<file path="config.mk">
export PLATFORM = sky130hd
export DESIGN_NAME = gamepad_event_merger
export DESIGN_NICKNAME = d
export VERILOG_FILES = /design/src/rtl/core/gem_pkg.sv /design/src/rtl/core/gamepad_event_merger.sv
export SDC_FILE = /design/constraint.sdc
export NUM_CORES = 1
export LEC_CHECK = 0
export ABC_AREA = 1
export BUFFER_PORTS_ARGS = -buffer_cell sky130_fd_sc_hd__buf_2
export CAP_MARGIN = 5
export CORE_UTILIZATION = 40
export CTS_BUF_LIST = sky130_fd_sc_hd__clkbuf_16
export DETAILED_ROUTE_END_ITERATION = 6
export SYNTH_ARGS = -nofsm -noshare
export SYNTH_HDL_FRONTEND = slang
export SYNTH_SLANG_ARGS = --single-unit
</file>
<file path="constraint.sdc">
create_clock -name clock -period 4.7 [get_ports clock]
set_input_delay 0.705 -clock clock [delete_from_list [all_inputs] [get_ports clock]]
set_output_delay 0.705 -clock clock [all_outputs]
set_load 0.05 [all_outputs]
</file>
<file path="src/rtl/core/gem_pkg.sv">
// gem_pkg: shared types, codes and event maps for the gamepad event merger
// depends on nothing; imported by gamepad_event_merger
package gem_pkg;

   localparam int CONNECTORS_DEF = 2;
   localparam int HATS_DEF       = 4;
   localparam int VEC_W          = 12;
   localparam int THR_W          = 15;

   localparam logic [THR_W-1:0] THRESHOLD_RESET = 15'd8000;

   localparam logic [VEC_W-1:0] BIT_R     = 12'h001;
   localparam logic [VEC_W-1:0] BIT_L     = 12'h002;
   localparam logic [VEC_W-1:0] BIT_D     = 12'h004;
   localparam logic [VEC_W-1:0] BIT_U     = 12'h008;
   localparam logic [VEC_W-1:0] BIT_F1    = 12'h010;
   localparam logic [VEC_W-1:0] BIT_F2    = 12'h020;
   localparam logic [VEC_W-1:0] BIT_A     = 12'h040;
   localparam logic [VEC_W-1:0] BIT_START = 12'h080;
   localparam logic [VEC_W-1:0] BIT_MODE  = 12'h800;
   localparam logic [VEC_W-1:0] DIRS      = 12'h00F;

   localparam logic [1:0] SRC_NONE   = 2'd0;
   localparam logic [1:0] SRC_PAD    = 2'd1;
   localparam logic [1:0] SRC_CURSOR = 2'd2;

   typedef enum logic [2:0] {
      MODE_PAD_BUTTON = 3'd0,
      MODE_PAD_AXIS   = 3'd1,
      MODE_RAW_BUTTON = 3'd2,
      MODE_RAW_AXIS   = 3'd3,
      MODE_HAT        = 3'd4,
      MODE_CURSOR     = 3'd5,
      MODE_SELECT     = 3'd6,
      MODE_RESTORE    = 3'd7
   } mode_type;

   typedef struct packed {
      mode_type           mode;
      logic               connector;
      logic [7:0]         code;
      logic               pressed;
      logic signed [15:0] axis_value;
      logic [3:0]         hat_mask;
      logic [11:0]        restore_vector;
   } req_word_type;

   typedef struct packed {
      logic        out_connector;
      logic [11:0] joy_vector;
   } rsp_word_type;

   function automatic logic [VEC_W-1:0] pad_button_bit(input logic [7:0] code);
      logic [VEC_W-1:0] b;
      b = '0;
      unique case (code)
         8'd0:    b = BIT_F1;
         8'd1:    b = BIT_F2;
         8'd2:    b = BIT_A;
         8'd3:    b = BIT_MODE;
         8'd6:    b = BIT_START;
         8'd11:   b = BIT_U;
         8'd12:   b = BIT_D;
         8'd13:   b = BIT_L;
         8'd14:   b = BIT_R;
         default: b = '0;
      endcase
      return b;
   endfunction

   function automatic logic [VEC_W-1:0] raw_button_bit(input logic [7:0] code);
      logic [VEC_W-1:0] b;
      b = '0;
      unique case (code)
         8'd0:    b = BIT_F1;
         8'd1:    b = BIT_F2;
         8'd2:    b = BIT_A;
         8'd3:    b = BIT_MODE;
         8'd4:    b = BIT_START;
         default: b = '0;
      endcase
      return b;
   endfunction

   function automatic logic [VEC_W-1:0] cursor_bit(input logic [7:0] code);
      logic [VEC_W-1:0] b;
      b = '0;
      unique case (code)
         8'd0:    b = BIT_U;
         8'd1:    b = BIT_D;
         8'd2:    b = BIT_L;
         8'd3:    b = BIT_R;
         8'd4:    b = BIT_F1;
         default: b = '0;
      endcase
      return b;
   endfunction

   // hat mask bit0 up, bit1 right, bit2 down, bit3 left into R/L/D/U positions
   function automatic logic [3:0] hat_dirs(input logic [3:0] hat);
      return {hat[0], hat[2], hat[3], hat[1]};
   endfunction

endpackage

</file>
<file path="src/rtl/core/gamepad_event_merger.sv">
// gamepad_event_merger: merges button, axis, hat, cursor, source and restore
// events into one 12-bit joystick vector per connector; uses gem_pkg
//
// Takes one event word per clock while req_stall is low and reports a
// connector's vector whenever an event changes it (a source change always
// reports a zero vector; a restore never reports). An accepted word is held
// in the input register, where its connector's state is updated and the new
// vector is compared with the last one; a reported vector then goes to the
// result register. The input side stalls only while both the input register
// and the result register are full and rsp_stall is high. csr_wr_data sets
// the axis threshold; deflections beyond plus or minus it assert a direction.
module gamepad_event_merger
   import gem_pkg::*;
#(
   parameter int CONNECTORS = CONNECTORS_DEF,
   parameter int HATS       = HATS_DEF
) (
   input  logic             clock,
   input  logic             reset,
   input  logic             req_valid,
   output logic             req_stall,
   input  req_word_type     req_word,
   output logic             rsp_valid,
   input  logic             rsp_stall,
   output rsp_word_type     rsp_word,
   input  logic             csr_wr_en,
   input  logic [THR_W-1:0] csr_wr_data
);

   logic                   s1_valid_ff;
   req_word_type           s1_word_ff;
   logic                   rsp_valid_ff;
   rsp_word_type           rsp_word_ff;
   logic [THR_W-1:0]       threshold_ff;
   logic                   out_blocked;
   logic                   s1_go;
   logic [CONNECTORS-1:0]  emit_vec;
   logic [VEC_W-1:0]       conn_vec [CONNECTORS];
   logic [VEC_W-1:0]       out_vec;
   logic signed [16:0]     thr_pos;
   logic signed [16:0]     thr_neg;
   logic signed [16:0]     axis_ext;
   logic                   axis_lt;
   logic                   axis_gt;

   assign out_blocked = rsp_valid_ff && rsp_stall;
   assign s1_go       = s1_valid_ff && !out_blocked;
   assign req_stall   = s1_valid_ff && out_blocked;
   assign rsp_valid   = rsp_valid_ff;
   assign rsp_word    = rsp_word_ff;

   assign thr_pos  = $signed({2'b00, threshold_ff});
   assign thr_neg  = -thr_pos;
   assign axis_ext = 17'(s1_word_ff.axis_value);
   assign axis_lt  = axis_ext < thr_neg;
   assign axis_gt  = axis_ext > thr_pos;

   always_ff @(posedge clock) begin
      if (reset) begin
         threshold_ff <= THRESHOLD_RESET;
      end else if (csr_wr_en) begin
         threshold_ff <= csr_wr_data;
      end
   end

   always_ff @(posedge clock) begin
      if (reset) begin
         s1_valid_ff <= 1'b0;
      end else if (!req_stall) begin
         s1_valid_ff <= req_valid;
      end
   end

   always_ff @(posedge clock) begin
      if (!req_stall) begin
         s1_word_ff <= req_word;
      end
   end

   for (genvar c = 0; c < CONNECTORS; c++) begin : g_conn
      logic             hit;
      logic [VEC_W-1:0] held_ff, held_in;
      logic [3:0]       rest_ff, rest_in;
      logic [3:0]       axis_ff, axis_in;
      logic [3:0]       hat_ff [HATS];
      logic [3:0]       hat_in [HATS];
      logic [VEC_W-1:0] last_ff, last_in;
      logic [1:0]       src_ff, src_in;
      logic             emit;
      logic             do_merge;
      logic [VEC_W-1:0] merged;
      logic [VEC_W-1:0] pbit;
      logic [VEC_W-1:0] rbit;
      logic [VEC_W-1:0] cbit;
      logic [3:0]       neg_b;
      logic [3:0]       pos_b;
      logic [3:0]       hat_or;

      assign hit  = s1_go && (c < 2) && (s1_word_ff.connector == 1'(c));
      assign pbit = pad_button_bit(s1_word_ff.code);
      assign rbit = raw_button_bit(s1_word_ff.code);
      assign cbit = cursor_bit(s1_word_ff.code);

      always_comb begin
         held_in  = held_ff;
         rest_in  = rest_ff;
         axis_in  = axis_ff;
         hat_in   = hat_ff;
         last_in  = last_ff;
         src_in   = src_ff;
         emit     = 1'b0;
         do_merge = 1'b0;
         neg_b    = 4'(BIT_L);
         pos_b    = 4'(BIT_R);
         if (hit) begin
            unique case (s1_word_ff.mode)
               MODE_PAD_BUTTON: begin
                  if (src_ff == SRC_PAD && pbit != '0) begin
                     if ((pbit & DIRS) != '0) rest_in = '0;
                     held_in  = s1_word_ff.pressed ? (held_ff | pbit) : (held_ff & ~pbit);
                     do_merge = 1'b1;
                  end
               end
               MODE_RAW_BUTTON: begin
                  if (src_ff == SRC_PAD && rbit != '0) begin
                     held_in  = s1_word_ff.pressed ? (held_ff | rbit) : (held_ff & ~rbit);
                     do_merge = 1'b1;
                  end
               end
               MODE_CURSOR: begin
                  if (src_ff == SRC_CURSOR && cbit != '0) begin
                     if ((cbit & DIRS) != '0) rest_in = '0;
                     held_in  = s1_word_ff.pressed ? (held_ff | cbit) : (held_ff & ~cbit);
                     do_merge = 1'b1;
                  end
               end
               MODE_PAD_AXIS, MODE_RAW_AXIS: begin
                  if (src_ff == SRC_PAD &&
                      ((s1_word_ff.mode == MODE_PAD_AXIS && s1_word_ff.code <= 8'd3) ||
                       (s1_word_ff.mode == MODE_RAW_AXIS && s1_word_ff.code <= 8'd1))) begin
                     if (s1_word_ff.code[0]) begin
                        neg_b = 4'(BIT_U);
                        pos_b = 4'(BIT_D);
                     end
                     axis_in = axis_ff & ~(neg_b | pos_b);
                     if (axis_lt) axis_in = axis_in | neg_b;
                     if (axis_gt) axis_in = axis_in | pos_b;
                     rest_in  = '0;
                     do_merge = 1'b1;
                  end
               end
               MODE_HAT: begin
                  if (src_ff == SRC_PAD && s1_word_ff.code < 8'(HATS)) begin
                     for (int h = 0; h < HATS; h++) begin
                        if (s1_word_ff.code == 8'(h)) hat_in[h] = hat_dirs(s1_word_ff.hat_mask);
                     end
                     rest_in  = '0;
                     do_merge = 1'b1;
                  end
               end
               MODE_SELECT: begin
                  if (s1_word_ff.code <= 8'd3 && s1_word_ff.code[1:0] != src_ff) begin
                     src_in  = s1_word_ff.code[1:0];
                     held_in = '0;
                     rest_in = '0;
                     axis_in = '0;
                     for (int h = 0; h < HATS; h++) hat_in[h] = '0;
                     last_in = '0;
                     emit    = 1'b1;
                  end
               end
               MODE_RESTORE: begin
                  held_in = s1_word_ff.restore_vector & ~DIRS;
                  rest_in = s1_word_ff.restore_vector[3:0];
                  axis_in = '0;
                  for (int h = 0; h < HATS; h++) hat_in[h] = '0;
                  last_in = s1_word_ff.restore_vector;
               end
               default: begin
               end
            endcase
         end
         hat_or = '0;
         for (int h = 0; h < HATS; h++) hat_or = hat_or | hat_in[h];
         merged = held_in | {8'h00, rest_in | axis_in | hat_or};
         if (do_merge && merged != last_ff) begin
            emit    = 1'b1;
            last_in = merged;
         end
      end

      always_ff @(posedge clock) begin
         if (reset) begin
            held_ff <= '0;
            rest_ff <= '0;
            axis_ff <= '0;
            last_ff <= '0;
            src_ff  <= SRC_PAD;
            for (int h = 0; h < HATS; h++) hat_ff[h] <= '0;
         end else begin
            held_ff <= held_in;
            rest_ff <= rest_in;
            axis_ff <= axis_in;
            last_ff <= last_in;
            src_ff  <= src_in;
            hat_ff  <= hat_in;
         end
      end

      assign emit_vec[c] = emit;
      assign conn_vec[c] = merged;
   end

   always_comb begin
      out_vec = '0;
      for (int c = 0; c < CONNECTORS; c++) begin
         if (emit_vec[c]) out_vec = out_vec | conn_vec[c];
      end
   end

   always_ff @(posedge clock) begin
      if (reset) begin
         rsp_valid_ff <= 1'b0;
      end else if (!out_blocked) begin
         rsp_valid_ff <= s1_valid_ff && (emit_vec != '0);
      end
   end

   always_ff @(posedge clock) begin
      if (!out_blocked) begin
         rsp_word_ff.out_connector <= s1_word_ff.connector;
         rsp_word_ff.joy_vector    <= out_vec;
      end
   end

   // only the addressed connector may report
   assert property (@(posedge clock) disable iff (reset) $onehot0(emit_vec))
      else $error("more than one connector reports");

   // restore never reports
   assert property (@(posedge clock) disable iff (reset)
      s1_go && s1_word_ff.mode == MODE_RESTORE |-> emit_vec == '0)
      else $error("restore word produced a result");

   // a new result comes only from a word held in the input register
   assert property (@(posedge clock) disable iff (reset)
      $rose(rsp_valid_ff) |-> $past(s1_valid_ff) && !$past(out_blocked))
      else $error("result appeared without a word");

endmodule

</file>
==> reports/metrics.cfg <==
[outcome]
status = finished, final reports clean

[floorplanning]
core_area_um2 = 27000
die-area_um2 = 28200
io_pins = 80
initial_utilization = 0.409
die-width_um = 168
rows = 60
dieHeight_um = 168

[setup_path]
worst_setup_path_start_kind = register
timing.rr.start = threshold_ff[1]$_SDFFE_PP0P_
cp-startpoint = threshold_ff[1]$_SDFFE_PP0P_
end_kind = register
reg2reg_depth = 32
critPathKind = register to register
crit_slowest_cell = dfxtp_1
cp_slowest_stage_delay_ns = 0.32
rrSetupSlack_ns = 0.47
worstPathArrival_ns = 4.60
setup.worst_path.end = g_conn[0].last_ff[9]$_SDFFE_PP0P_
r2r_end = g_conn[0].last_ff[9]$_SDFFE_PP0P_
cp_max_fo = 8
required_ns = 5.06
crit_top_cell = nand2_1

[layout]
final_layout_size_suffix_gt1_frac = 0.140
final_cell_count_no_fill = 2029
antennaDiodeCount = 0
ff_latch_area_um2 = 4260
nFillCells = 2772
multi_input_area_um2 = 5750
fin_util = 0.459
finalInstanceArea_um2 = 12400
syn_to_final_growth_pct = 12.3
nNetsFinal = 1772

[clock_tree]
cts_tree = yes
cts-root-buf = clkbuf_16
cts-hold-fix-buffers = 0
cts_num_sinks = 184
cts_buffer_depth = 2
h-tree-depth = 4
cts.clk_slew.worst_paths_ns = 0.08
insertion_delay_ns = 0.46
numCtsBuffers = 17

[routing]
wl_per_cell_um = 16.5
vias_per_cell = 5.17
drcViolationCount = 0
wl_um = 33500
ant_nets = 0
vias = 10500
drt_iter0_drc = 862
dr.pass1.iters = 5

[placement]
routabilityCongestion = 0.940
dp_hpwl_um = 25300
placed_cell_area_um2 = 11700
io_buffers = 79
placedCellCount = 1992

[synthesis]
yosysTopAreaCellShare = 0.229
synthCells = 1601
avgSynthCellArea_um2 = 6.88
syn-cell-area_um2 = 11000
synthArstFlopShare = 0
synth-seq-area-share = 0.387
ys_ff_latch = 184
synth_nets = 1698
yosysTopAreaCell = dfxtp_1
synth_edf_count = 58
ys_types = 50
synthFlopType = dfxtp_1
yosys_warnings = 0
synth_area_leaders = dfxtp_1, edfxtp_1, nand2_1

[global_route]
grt_util_all_layers = 0.246
antenna_found_initial = 0
grt_max_degree = 44
grt_pass1_vias = 9933
grt_pass1_wl_um = 53500
gr-total-overflow = 0

[pwr]
powerDensity_nw_per_um2 = 290
vdd_drop_max_v = 0.000234
p_leak_nw = 5.96

[sta]
max_freq_mhz = 236
drv_slew = 0
final_hold_viol_count = 0
skew_ns = 0.0128
period_needed_ns = 4.23
finalSetupViolCount = 0
fin_crit_sh = 0.901
maxSlewHeadroom = 0.444
finalSetupTns_ns = 0
worstMarginPinSlew_ns = 0.832
hold_ws_ns = 0.418

[hold_path]
hp-class = input pin to register
hold_start = req_word[23]

[job]
drv_cap = 0

logic make-up (layout without fill, tap and decap cells):
logic type | Yosys count | after routing | synth area share
adders and majority gates | 32 | 32 | 0.0364
xor gates and xnor gates | 14 | 14 | 0.0111
DFF | 184 | 184 | 0.387
and+or+nand+nor | 914 | 914 | 0.366
AOI/OAI and AO/OA | 211 | 211 | 0.107
buffers and inverters | 246 | 333 | 0.0926
sequential cells by signal (all words and copies together) (netlist names), named ones only:
name,count
rsp_valid,1
g_conn.rest_ff,8
g_conn.src_ff,4
threshold_ff,15
rsp_word,13
axis_ext,16
g_conn.held_ff,24
g_conn.hat_ff,32
s1_valid_ff,1
g_conn.axis_ff,8
s1_word_ff,29
g_conn.last_ff,24
layer usage:
metal  up-vias  global-route usage  part of all wire
li1       5294                   -                 -
met1      4833               0.330              0.46
met2       311               0.392              0.46
met3        62              0.0475             0.060
met4         0              0.0890             0.028
met5         -                   0                 0
through the flow:
step	power, mW	setup slack (ns)
floorplan	2.01	0.682
global placement	2.12	0.359
detailed placement	2.13	0.176
CTS	3.60	0.166
global route	3.74	-0.00666
finish	3.59	0.465
area by class of cell:
| cell class | instances | share of cell area |
|---|---|---|
| Clock inverter | 15 | 0.0129 |
| Inverter | 197 | 0.0599 |
| Clock buffer | 17 | 0.0344 |
| Timing Repair Buffer | 104 | 0.0484 |
| Sequential cell | 184 | 0.345 |
| Tap cell | 341 | 0.0345 |
| Multi-Input combinational cell | 1171 | 0.465 |
synth_stat cells (16+ instances only):
master and count:
clkbuf_1 18, inv_1 183, o21ai_1 21, edfxtp_1 58, nand2_1 460, nor2_2 33
a21oi_1 79, nand4_1 18, nor2_1 200, buf_2 16, dfxtp_1 126, ha_1 32
o21ai_0 73, nand3_1 143
how the worst min path moves through the flow:
stage                                            to  slack, ns  cells after the start
global route                  axis_ext[7]$_DFFE_PN_       0.40                      1
finish                        axis_ext[7]$_DFFE_PN_       0.42                      1
floorplan           g_conn[1].axis_ff[2]$_SDFF_PP0_       0.45                      2
detailed placement   g_conn[1].hat_ff[9]$_SDFF_PP0_       0.46                      2
global placement    g_conn[1].axis_ff[2]$_SDFF_PP0_       0.46                      2
CTS                           axis_ext[7]$_DFFE_PN_       0.40                      1
layout by cell type (no fill, tap or decap), drive strengths merged:
cell / count
clkinvlp: 3
or2: 4
nand4: 18
a2111oi: 1
a31oi: 1
edfxtp: 58
o22ai: 1
o21ai: 97
nor2: 239
nor3: 14
nand2: 477
dfxtp: 126
bufinv: 1
o21a: 1
clkinv: 7
o221ai: 2
o21bai: 4
xnor2: 1
o211ai: 11
a211oi: 1
inv: 201
buf: 104
ha: 32
xor2: 13
nor4: 1
a22oi: 1
a21o: 2
a31o: 1
a21boi: 5
nand3b: 3
a21oi: 81
o31ai: 2
nand3: 158
clkbuf: 17
worst max-delay path: cells and delay by family, from the launching register on:
| family | cells | cell delay, ns |
|---|---|---|
| and+or+nand+nor | 23 | 2.55 |
| DFF | 1 | 0.32 |
| adders and majority gates | 2 | 0.44 |
| AOI/OAI and AO/OA | 1 | 0.11 |
| buffers and inverters | 5 | 0.58 |
| xor gates and xnor gates | 1 | 0.14 |
report_power, final:
part           total, mW  switching, mW  internal (mW)
clock network       1.48          0.724          0.754
logic              0.402          0.265          0.137
registers           1.71         0.0356           1.68
what timing repair did:
item	4_1_cts	5_1_grt
buffers inserted	0	5
gates resized for setup	0	7
setup endpoints to repair	0	37
endpoints found under the hold margin	0	0
Power figures use the tool's default switching activity.
